===== config.mk =====
export PLATFORM = sky130hd
export DESIGN_NAME = p1305_front
export DESIGN_NICKNAME = d
export VERILOG_FILES = /design/src/rtl/core/p1305_pkg.sv /design/src/rtl/core/p1305_front.sv
export SDC_FILE = /design/constraint.sdc
export NUM_CORES = 1
export LEC_CHECK = 0
export ABC_AREA = 1
export BUFFER_PORTS_ARGS = -buffer_cell sky130_fd_sc_hd__buf_4
export CELL_PAD_IN_SITES_DETAIL_PLACEMENT = 1
export CELL_PAD_IN_SITES_GLOBAL_PLACEMENT = 2
export CORE_MARGIN = 4
export CORE_UTILIZATION = 10
export DETAILED_ROUTE_END_ITERATION = 8
export PLACE_DENSITY = 0.94
export SYNTH_ARGS = -nofsm -noshare
export SYNTH_HDL_FRONTEND = slang
export SYNTH_SLANG_ARGS = --single-unit

===== constraint.sdc =====
create_clock -name vclk -period 3.35
set_input_delay 0.1675 -clock vclk [all_inputs]
set_output_delay 0.1675 -clock vclk [all_outputs]
set_load 0.01 [all_outputs]

===== src/rtl/core/p1305_pkg.sv =====
package p1305_pkg;

    // Field widths of the block.
    localparam int unsigned WORD_W  = 64;
    localparam int unsigned CNT_W   = 5;
    localparam int unsigned IDX_W   = 8;
    localparam int unsigned MSG_W   = 129;
    localparam int unsigned ACC_W   = 130;
    localparam int unsigned SUM_W   = 131;
    localparam int unsigned PROD_W  = 256;

    // Limb split of the shared multiplier.
    localparam int unsigned HL_W    = 27;
    localparam int unsigned HL_N    = 5;
    localparam int unsigned RL_W    = 32;
    localparam int unsigned RL_N    = 4;
    localparam int unsigned PP_W    = HL_W + RL_W;
    localparam int unsigned SH_W    = 9;
    localparam int unsigned FULL_BYTES = 16;

    // Register indexes of the configuration port.
    localparam logic [IDX_W-1:0] REG_R_LOW  = 8'd0;
    localparam logic [IDX_W-1:0] REG_R_HIGH = 8'd1;
    localparam logic [IDX_W-1:0] REG_S_LOW  = 8'd2;
    localparam logic [IDX_W-1:0] REG_S_HIGH = 8'd3;

    // Clamp masks for the key r.
    localparam logic [WORD_W-1:0] CLAMP_LOW  = 64'h0ffffffc0fffffff;
    localparam logic [WORD_W-1:0] CLAMP_HIGH = 64'h0ffffffc0ffffffc;

    // One classified block as held in the queue.
    typedef struct packed {
        logic [MSG_W-1:0] msg;
        logic             absorb;
        logic             last;
    } t_blk;

    // Queue side seen by the back end.
    typedef struct packed {
        t_blk blk;
        logic vld;
    } t_q_head;

endpackage


===== src/rtl/core/p1305_front.sv =====
module p1305_front (
    input  logic [p1305_pkg::WORD_W-1:0] i_block_low,
    input  logic [p1305_pkg::WORD_W-1:0] i_block_high,
    input  logic [p1305_pkg::CNT_W-1:0]  i_block_bytes,
    input  logic                         i_last_block,
    output p1305_pkg::t_blk              o_blk
);

    logic [p1305_pkg::CNT_W-1:0] n_bytes;
    logic [p1305_pkg::MSG_W-1:0] data;
    logic [p1305_pkg::MSG_W-1:0] pad;

    // Counts above sixteen act as a full block; the pad bit sits above the last byte.
    always_comb begin
        n_bytes = (i_block_bytes > p1305_pkg::CNT_W'(p1305_pkg::FULL_BYTES))
                ? p1305_pkg::CNT_W'(p1305_pkg::FULL_BYTES) : i_block_bytes;
        pad  = p1305_pkg::MSG_W'(1) << {n_bytes, 3'b000};
        data = {1'b0, i_block_high, i_block_low};
        o_blk.msg    = (data & (pad - p1305_pkg::MSG_W'(1))) | pad;
        o_blk.absorb = (n_bytes != '0);
        o_blk.last   = i_last_block;
    end

endmodule


==> flow_summary_export.csv <==
group,metric,value,unit
cts,post_cts_buffers,0,
sta,setup_viol,0,
power_and_ir_drop,peakVddDrop,0.03797,mV
power_and_ir_drop,p_leak,2.514,nW
power_and_ir_drop,power,599.2,uW
yosys,synth_compound_area_share,6.010,%
sta,relSlewSlack,58.85,%
sta,min_period_over_period,66.05,%
yosys,yosysWarningCount,0,
floorplanning,rows,45,
yosys,synthSimpleGateAreaFrac,60.02,%
yosys,syn_nets,474,
sta,tightest_slew,0.6092,ns
cts,ctsHoldBuffers,0,
place,place.gp.congestion,0.7522,
cells_and_area,clkbuf_count,0,
global_route,grt_max_degree,17,
floorplanning,fp.dieH,133.0,um
setup_path,end_kind,"primary output",
yosys,synth-xor-area-share,0,%
drt,viasPerCell,3.524,
place,portBuffers,263,
setup_path,crit_fanout,16,
sta,fin_crit,2.213,ns
drt,drcViolationCount,0,
run_status,status,"complete, no violations",
floorplanning,start_util,10.23,%
cells_and_area,n_antenna_cell,0,
sta,rsz0062_at_grt,"no",
setup_path,crit_type,"primary input to primary output",
sta,finalSetupTns,0,ns
drt,first_pass_iters,3,
yosys,syn_inst,339,
global_route,grt_overflow,0,
setup_path,critPathLaunchType,"primary input",
cells_and_area,multi_input_area,0.001044,mm2
global_route,grt_pass1_vias,2885,
setup_path,cp.required,3.18,ns
yosys,muxShareOfSynthArea,0,%
setup_path,cp_cell_sequence,"buf_4 > inv_6 > o21ai_1 > nand3_2 > ha_1 > nand3_4 > inv_4 > nand3_2 > o21ai_1 > buf_4",
sta,max_freq,452.0,MHz
floorplanning,pin_count,265,
floorplanning,core,0.01526,mm2
cells_and_area,num-fill-cells,1992,
setup_path,slowest_delay,0.27,ns
cells_and_area,drive_gt1_share,50.92,%
cells_and_area,syn_to_final_growth,140.9,%
floorplanning,dieWidth,133.0,um
yosys,yosysSeqAreaShare,0,%
place,place_hpwl,9.092,mm
yosys,synth.distinct_cells,27,
job,drv_cap,0,
cells_and_area,regArea,0,um2
sta,hold_violations,0,
drt,drtAntennaViolNets,0,
floorplanning,dieArea,0.01768,mm2
drt,drtIter0Drc,36,
yosys,synth_top_family_by_area,"simple AND/OR/NAND/NOR gates",
yosys,syn-cell-area,0.001561,mm2
cells_and_area,layout.nets,732,
setup_path,crit_slowest_cell,"ha_1",
drt,totalWireLength,9.910,mm
power_and_ir_drop,power_density,159.3,mW/mm2
global_route,antenna_found_initial,0,
setup_path,cp.arrival,2.05,ns
drt,wire_per_inst,12.30,um
cts,post_cts_resized,0,
cells_and_area,nFlopsAndLatches,0,
yosys,postSynthAreaPerCell,4.606,um2
hold_path,hold_path.class,"primary input to primary output",
yosys,synth_adder_area_share,0.8013,%
global_route,grtUsageTotal,10.18,%
global_route,grt_pass1_wl,14.90,mm
sta,drv_slew,0,
drt,via_count,2840,
layout make-up:
type / count / share of cell area [%]
multi-input combinational: 207 / 27.74
tap: 211 / 7.017
inverter: 124 / 12.57
timing repair buffer: 264 / 52.68
through the flow:
| step | cells | util [%] | cell area [um2] | setup slack [ns] | hold slack, ns |
|---|---|---|---|---|---|
| final | 806 | 24.66 | 3762 | 1.137 | 0.3351 |
| after detailed placement | 806 | 24.66 | 3762 | 1.083 | 0.3351 |
| after global placement | 806 | 24.66 | 3762 | 1.165 | 0.3351 |
| after CTS | 806 | 24.66 | 3762 | 1.074 | 0.3351 |
| after floorplan | 339 | - | 1562 | 1.386 | 0.4221 |
| after global routing | 806 | 24.66 | 3762 | 0.8956 | 0.3351 |
power by group:
group	internal (mW)	switching (mW)	total (mW)
Combinational	0.314	0.285	0.599
Sequential	0	0	0
Clock	0	0	0
synth_stat cells (all sizes together):
cell	count	area (um2)
ha	1	12.51
nand3	17	130.1
a21oi	1	16.27
inv	124	473.0
clkbuf	2	7.510
o21ai	9	45.04
nor2	107	435.4
a311oi	1	15.01
nand4	5	31.28
nor3b	7	87.58
a41oi	1	8.760
a22o	1	8.760
buf	6	37.53
nand2	56	247.7
nor3	1	5.000
cell usage in the layout (no fill, tap or decap):
cell type / instances
inv_4: 1
nor3_1: 1
nor2_1: 103
nor3b_2: 7
nand2_4: 2
o21ai_1: 5
a311oi_2: 1
nand3_2: 4
inv_1: 115
buf_4: 264
nor2_8: 1
a41oi_1: 1
nand2_2: 9
o21ai_0: 4
inv_6: 1
nand2_1: 45
inv_2: 7
nor2_2: 1
nand3_4: 2
a22o_1: 1
ha_1: 1
a21oi_4: 1
nor2_4: 2
nand3_1: 11
nand4_1: 5
cells by family (layout without fill, tap and decap cells):
kind of cell | Yosys count | count (layout)
and+or+nand+nor | 193 | 193
buffers and inverters | 132 | 388
AOI/OAI and AO/OA | 13 | 13
adders and majority gates | 1 | 1
critical path, delay by kind of cell:
| kind | cells | cell delay, ns |
|---|---|---|
| fa+ha+maj | 1 | 0.27 |
| simple gates | 3 | 0.71 |
| compound gates | 2 | 0.32 |
| buf+inv | 4 | 0.58 |
per-layer routing:
layer	GRT usage [%]	vias to the layer above	wire length, um
met4	0.6351	0	68
met2	19.92	138	5250
met3	2.966	6	994
li1	-	1457	-
met5	0	-	0
met1	11.22	1239	3597
path summary, 6_finish.rpt:
check | to | from | cells after the start | slack [ns]
max | o_blk[82] | i_block_bytes[4] | 10 | 1.14
min | o_blk[0] | i_last_block | 0 | 0.34
Power figures use the tool's default switching activity.
