===== src/rtl/core/p1305_pkg.sv =====
package p1305_pkg;

    // Field widths of the block.
    localparam int unsigned WORD_W  = 64;
    localparam int unsigned CNT_W   = 5;
    localparam int unsigned IDX_W   = 8;
    localparam int unsigned MSG_W   = 129;
    localparam int unsigned ACC_W   = 130;
    localparam int unsigned SUM_W   = 131;
    localparam int unsigned PROD_W  = 256;

    // Limb split of the shared multiplier.
    localparam int unsigned HL_W    = 27;
    localparam int unsigned HL_N    = 5;
    localparam int unsigned RL_W    = 32;
    localparam int unsigned RL_N    = 4;
    localparam int unsigned PP_W    = HL_W + RL_W;
    localparam int unsigned SH_W    = 9;
    localparam int unsigned FULL_BYTES = 16;

    // Register indexes of the configuration port.
    localparam logic [IDX_W-1:0] REG_R_LOW  = 8'd0;
    localparam logic [IDX_W-1:0] REG_R_HIGH = 8'd1;
    localparam logic [IDX_W-1:0] REG_S_LOW  = 8'd2;
    localparam logic [IDX_W-1:0] REG_S_HIGH = 8'd3;

    // Clamp masks for the key r.
    localparam logic [WORD_W-1:0] CLAMP_LOW  = 64'h0ffffffc0fffffff;
    localparam logic [WORD_W-1:0] CLAMP_HIGH = 64'h0ffffffc0ffffffc;

    // One classified block as held in the queue.
    typedef struct packed {
        logic [MSG_W-1:0] msg;
        logic             absorb;
        logic             last;
    } t_blk;

    // Queue side seen by the back end.
    typedef struct packed {
        t_blk blk;
        logic vld;
    } t_q_head;

endpackage


===== src/rtl/core/p1305_fifo.sv =====
module p1305_fifo (
    input  logic              i_clk,
    input  logic              i_rst_n,
    input  logic              i_push,
    input  p1305_pkg::t_blk   i_blk,
    output logic              o_full,
    input  logic              i_pop,
    output p1305_pkg::t_q_head o_head
);

    p1305_pkg::t_blk r_mem [2];
    logic            r_wr;
    logic            r_rd;
    logic [1:0]      r_cnt;
    logic [1:0]      n_cnt;

    assign o_full       = (r_cnt == 2'd2);
    assign o_head.vld   = (r_cnt != 2'd0);
    assign o_head.blk   = r_mem[r_rd];

    // Two-entry queue between the front and the back end.
    always_comb begin
        n_cnt = r_cnt + 2'(i_push) - 2'(i_pop);
    end

    always_ff @(posedge i_clk) begin
        if (!i_rst_n) begin
            r_wr  <= 1'b0;
            r_rd  <= 1'b0;
            r_cnt <= 2'd0;
        end else begin
            r_cnt <= n_cnt;
            if (i_push) begin
                r_wr <= ~r_wr;
            end
            if (i_pop) begin
                r_rd <= ~r_rd;
            end
        end
    end

    always_ff @(posedge i_clk) begin
        if (i_push) begin
            r_mem[r_wr] <= i_blk;
        end
    end

endmodule


===== config.mk =====
export PLATFORM = sky130hd
export DESIGN_NAME = p1305_fifo
export DESIGN_NICKNAME = d
export VERILOG_FILES = /design/src/rtl/core/p1305_pkg.sv /design/src/rtl/core/p1305_fifo.sv
export SDC_FILE = /design/constraint.sdc
export NUM_CORES = 1
export LEC_CHECK = 0
export BUFFER_PORTS_ARGS = -buffer_cell sky130_fd_sc_hd__buf_2
export CORE_UTILIZATION = 50
export CTS_BUF_LIST = sky130_fd_sc_hd__clkbuf_16
export CTS_CLUSTER_DIAMETER = 50
export DETAILED_ROUTE_END_ITERATION = 7
export PLACE_DENSITY = 0.8
export SLEW_MARGIN = 10
export SYNTH_ARGS = -nofsm -noshare
export SYNTH_HDL_FRONTEND = slang
export SYNTH_SLANG_ARGS = --single-unit

===== constraint.sdc =====
create_clock -name i_clk -period 8.8 [get_ports i_clk]
set_input_delay 0 -clock i_clk [delete_from_list [all_inputs] [get_ports i_clk]]
set_output_delay 0 -clock i_clk [all_outputs]
set_load 0.005 [all_outputs]

==> flow_summary_export.csv, run 1 <==
group,metric,value,unit
clock_tree,clk_path_buf_depth,3,
power,powerDensity,213,nW/µm²
power,ir_worst_vdd,0.179,mV
worst_setup_path,crit_type,"reg -> out",
worst_setup_path,cp.required,8.80,ns
logic_synthesis,synth_top_area_share,78.2,%
global_routing,grt_max_degree,81,
final_layout,nets,988,
status,run_status,"finished clean",
floorplanning,coreArea,19600,µm²
clock_tree,post_cts_buffers,0,
final_layout,area.growth.synth_to_final,38.2,%
worst_setup_path,crit_path_end_kind,"output port",
floorplanning,io-pin-count,268,
timing,hold_viol_final,0,
power,leakage,5.50,nW
floorplanning,dieWidth,144,µm
logic_synthesis,yosys_warnings,0,
logic_synthesis,synth-seq-cells,267,
logic_synthesis,ys_types,15,
timing,finalCritPeriodShare,29.8,%
job,maxCapViolCount,0,
timing,tightestPinTransition,1.07,ns
drt,routedWlPerCell,17.7,µm
drt,via_per_inst,4.74,
worst_setup_path,worstPathArrival,2.62,ns
global_routing,grt_pass1_wl,29600,µm
placed_design,hpwl,12000,µm
clock_tree,cts_tree,"done",
clock_tree,numCtsBuffers,28,
power,pwr-share-comb,11.4,%
drt,num_vias,5412,
logic_synthesis,avgSynthCellArea,23.4,µm²
worst_setup_path,crit_path_max_fanout,53,
logic_synthesis,synthesis.area,10100,µm²
floorplanning,row_count,51,
clock_tree,clock_sinks,267,
timing,period_needed,2.62,ns
global_routing,grtUsageTotal,19.0,%
clock_tree,clkTransAtPathRegs,0.06,ns
power,internal_power,2.35,mW
drt,drt_first_pass_iters,4,
floorplanning,dieArea,20700,µm²
power,p_total,2.96,mW
clock_tree,cts_resized,0,
power,p_sw_share,20.6,%
timing,rsz0062_at_grt,"false",
worst_setup_path,start_kind,"flop",
logic_synthesis,syn-num-nets,566,
timing,fin_setup_tns,0,ns
timing,finClkSkew,0.0196,ns
logic_synthesis,synth_cells,429,
clock_tree,root_buffer,"clkbuf_16",
drt,drtIter0Drc,210,
final_layout,drive_gt1_share,51.4,%
drt,drc,0,
global_routing,grt_overflow,0,
hold_path,hold_path.class,"in -> reg",
timing,slew_viol_final,0,
placed_design,portBuffers,267,
power,p_clk_share,38.0,%
timing,setup_violations,0,
drt,ant_nets,0,
power,seqPwrFrac,50.5,%
clock_tree,h-tree-depth,1,
power,p_switching,610,µW
logic_synthesis,ys_top_cells_by_area,"edfxtp_1 78%, mux2_4 13%, mux2_2 4.6%, buf_6 1.1%, dfxtp_1 1.0%",
floorplanning,initial_utilization,51.3,%
timing,relSlewSlack,28.9,%
clock_tree,clk_latency,0.52,ns
timing,max_freq,0.381,GHz
global_routing,antenna_found_initial,3,
logic_synthesis,synth_seq_area_share,79.2,%
final_layout,fillerInstances,1204,
global_routing,grt_pass1_vias,5884,
placed_design,place_congestion,0.704,
logic_synthesis,yosysTopAreaCell,"edfxtp_1",
drt,finalWirelength,20200,µm
floorplanning,die_height,144,µm
cell usage in the layout (no fill, tap or decap), types with 2 or more instances in the layout:
master	instances
buf_4	5
bufinv_16	3
ha_1	2
edfxtp_1	262
clkinv_2	6
nor2b_1	3
buf_2	267
diode_2	5
clkinvlp_4	3
clkinv_1	5
clkbuf_16	29
inv_1	6
mux2_4	90
mux2_2	41
dlygate4sd3_1	135
and2_1	3
dfxtp_1	4
layout make-up:
type | count | area [µm²] | area share [%]
repair buffers | 407 | 2730 | 19.6
diodes | 5 | 12.5 | 0.0901
clock inverters | 21 | 176 | 1.27
well taps | 265 | 332 | 2.39
inverters | 2 | 7.51 | 0.0540
multi-input cells | 145 | 1940 | 14.0
flip-flops and latches | 267 | 7970 | 57.4
clock buffers | 29 | 726 | 5.22
metal layers:
layer,vias up,GRT usage (%),wire length [µm]
met5,-,0,0
li1,2554,-,-
met3,41,4.53,1310
met1,2601,20.7,7540
met4,0,6.77,514
met2,216,35.7,10900
cell usage after synthesis:
cell	instances
edfxtp_1	262
mux2_4	90
mux2_2	41
buf_6	10
dfxtp_1	5
and2_1	4
buf_2	4
nor2b_1	4
ha_1	2
inv_1	2
buf_8	1
o21a_1	1
or2_2	1
xnor3_1	1
xor2_1	1
timing repair:
item                                    in CTS  in global routing
endpoints found under the setup margin       0                  0
endpoints found under the hold margin      267                  0
hold buffers                               135                  0
sequential cells by signal, indices dropped and copies added (netlist names), named ones only:
| name | cells |
|---|---|
| r_cnt | 2 |
| r_wr | 1 |
| r_rd | 1 |
| r_mem | 262 |
power by group through the flow:
stage	clock (mW)	combinational (mW)	sequential [mW]
after floorplan	0	0.177	1.52
after global placement	0	0.280	1.52
after detailed placement	0	0.288	1.52
after CTS	1.14	0.338	1.50
after global routing	1.20	0.365	1.50
final	1.13	0.339	1.50
critical path, stage by stage (launching register included):
cell and delay (ns):
dfxtp_4 0.65, buf_4 0.83, mux2_2 0.45, buf_2 0.14
worst paths after layout:
path         cells after the start              start  slack [ns]                 endpoint
max reg2reg                      2  r_wr$_SDFFE_PN0P_        6.39   r_mem[1][84]$_DFFE_PP_
max                              3               flop        6.18               o_head[21]
min                              2         i_blk[117]        0.20  r_mem[1][117]$_DFFE_PP_
min reg2reg                      2  r_rd$_SDFFE_PN0P_        0.61                     flop
stage by stage:
| step | instance area (µm²) | hold slack [ns] | worst slack, ns | utilization (%) | std cells |
|---|---|---|---|---|---|
| 2_1_floorplan | 10100 | 0.0989 | 2.06 | - | 429 |
| 3_3_place_gp | 11600 | 0.188 | 6.43 | 59.4 | 951 |
| 3_5_place_dp | 11600 | 0.191 | 6.38 | 59.4 | 951 |
| 4_1_cts | 13900 | 0.171 | 6.12 | 70.9 | 1136 |
| 5_1_grt | 13900 | 0.197 | 6.05 | 70.9 | 1137 |
| 6_report | 13900 | 0.203 | 6.18 | 70.9 | 1141 |
logic make-up after synthesis:
kind of cell	after synthesis	synth area share, %
compound gates	1	0.0747
xor+xnor	2	0.311
fa+ha+maj	2	0.249
buf+inv	17	1.54
flops	267	79.2
mux	131	18.0
simple gates	9	0.560
Power figures use the tool's default switching activity.
==> inputs of run 2 (changes only) <==
Clock period 8.8 ns to 2.65 ns, I/O delays scaled along.
==> flow_summary_export.csv, run 2 (same netlist as run 1, synthesis figures left out) <==
group,metric,value,unit
drt,num_vias,5577,
floorplanning,io-pin-count,268,
placed_design,portBuffers,267,
drt,finalWirelength,21300,µm
final_layout,top_register,"r_mem",
drt,drt_first_pass_iters,4,
hold_path,min-delay-start,"i_blk[8]",
timing,slew_viol_final,0,
worst_setup_path,crit_path_max_fanout,33,
drt,routedWlPerCell,18.6,µm
timing,rsz0062_at_grt,"false",
final_layout,layout_common_cells,"267 x buf_2, 262 x edfxtp_1, 135 x dlygate4sd3_1",
timing,fin_setup_tns,0,ns
timing,max_freq,0.462,GHz
clock_tree,cts_tree,"done",
worst_setup_path,crit_type,"reg -> out",
status,run_status,"finished clean",
worst_setup_path,slowest_delay,0.75,ns
final_layout,area.growth.synth_to_final,40.4,%
floorplanning,row_count,51,
final_layout,layout_commonest_cell,"buf_2",
global_routing,grt_max_degree,94,
floorplanning,dieArea,20700,µm²
final_layout,fin_area,14100,µm²
global_routing,grtUsageTotal,20.1,%
placed_design,hpwl,12400,µm
floorplanning,initial_utilization,51.3,%
drt,drc,0,
final_layout,nets,995,
worst_setup_path,reg2reg_depth,4,
worst_setup_path,crit_buf_inv,2,
clock_tree,numCtsBuffers,29,
worst_setup_path,cp.required,2.65,ns
timing,hold_viol_final,0,
worst_setup_path,cp_slowest_cell,"dfxtp_4",
timing,relSlewSlack,54.9,%
drt,ant_nets,0,
final_layout,largest_reg_flops,262,
worst_setup_path,worstPathArrival,2.16,ns
worst_setup_path,crit_chain,"buf_4 -> mux2_2 -> buf_2",
worst_setup_path,r2r-end,"r_wr$_SDFFE_PN0P_",
placed_design,place_congestion,0.731,
timing,finClkSkew,0.0124,ns
timing,setup_violations,0,
hold_path,hold_depth,2,
drt,via_per_inst,4.86,
worst_setup_path,critical_path.top_delay_family,"flip-flops",
global_routing,grt_pass1_wl,31100,µm
floorplanning,coreArea,19600,µm²
power,leakage,5.60,nW
clock_tree,h-tree-depth,1,
job,maxCapViolCount,0,
timing,period_needed,2.16,ns
hold_path,min_to,"r_mem[1][8]$_DFFE_PP_",
timing,finalCritPeriodShare,81.6,%
power,powerDensity,731,nW/µm²
clock_tree,clock_sinks,267,
drt,drtIter0Drc,262,
placed_design,post_dp_cell_area,11700,µm²
power,p_total,10.3,mW
worst_setup_path,rrSetupSlack,0.61,ns
clock_tree,clk_path_buf_depth,3,
floorplanning,die_height,144,µm
clock_tree,root_buffer,"clkbuf_16",
final_layout,drive_gt1_share,52.4,%
global_routing,antenna_found_initial,2,
floorplanning,dieWidth,144,µm
worst_setup_path,crit_path_end_kind,"output port",
worst_setup_path,r2r-start,"r_wr$_SDFFE_PN0P_",
worst_setup_path,start_kind,"flop",
power,ir_worst_vdd,0.555,mV
global_routing,grt_pass1_vias,5985,
final_layout,largestRegisters,"r_mem: 262 flops, r_cnt: 2 flops",
hold_path,hold_path.class,"in -> reg",
clock_tree,cts_resized,0,
clock_tree,clk_latency,0.52,ns
timing,tightestPinTransition,0.675,ns
global_routing,grt_overflow,0,
clock_tree,clkTransAtPathRegs,0.06,ns
==> run 2: cell count changes in the layout (fill, tap and decap cells not counted) <==
cell       change
inv_1          -2
buf_12         +6
diode_2        -3
bufinv_16      +3
dfxtp_2        +1
clkinv_1       -1
clkinv_2       -1
clkinv_8       +1
dfxtp_1        -1
inv_6          +3
==> run 2: how the worst max path moves through the flow <==
stage	slack, ns	endpoint	startpoint	cells past startpoint
floorplan	-0.04	r_mem[0][0]$_DFFE_PP_	r_wr$_SDFFE_PN0P_	1
global placement	1.06	r_mem[0][21]$_DFFE_PP_	r_wr$_SDFFE_PN0P_	2
detailed placement	1.02	r_mem[0][0]$_DFFE_PP_	r_wr$_SDFFE_PN0P_	2
CTS	0.46	o_head[24]	flop	3
global route	0.40	o_head[24]	flop	3
finish	0.49	o_head[24]	flop	3
==> run 2: power breakdown <==
group | switching (mW) | total (mW) | internal (mW)
Sequential | 0.0879 | 4.97 | 4.89
Clock | 1.59 | 4.18 | 2.59
Combinational | 0.476 | 1.17 | 0.689
==> run 2: area by class of cell <==
| type | count | area (µm²) |
|---|---|---|
| flip-flops and latches | 267 | 7970 |
| fillers | 1153 | 5470 |
| repair buffers | 413 | 2850 |
| multi-input cells | 145 | 1940 |
| clock buffers | 29 | 726 |
| well taps | 265 | 332 |
| clock inverters | 24 | 293 |
| inverters | 2 | 7.51 |
| diodes | 2 | 5.00 |
==> run 2: per-layer routing <==
layer / track usage (%) / up-vias / part of all wire (%)
met5: 0 / - / 0
met4: 5.49 / 0 / 2.4
met3: 5.20 / 42 / 7.2
met2: 37.9 / 238 / 53
met1: 22.1 / 2727 / 37
li1: - / 2570 / -
==> run 2: timing repair <==
| action | 4_1_cts | 5_1_grt |
|---|---|---|
| hold endpoints to repair | 267 | 0 |
| setup buffers | 0 | 0 |
| hold buffers | 135 | 0 |
==> run 2: stage by stage <==
stage / hold slack, ns / util, % / setup slack, ns / std cells
after CTS: 0.173 / 72.1 / 0.457 / 1145
after detailed placement: 0.191 / 60.0 / 1.02 / 957
after global routing: 0.184 / 72.1 / 0.399 / 1147
final: 0.197 / 72.1 / 0.487 / 1147
after global placement: 0.187 / 60.0 / 1.06 / 957
after floorplan: 0.0989 / - / -0.0410 / 429
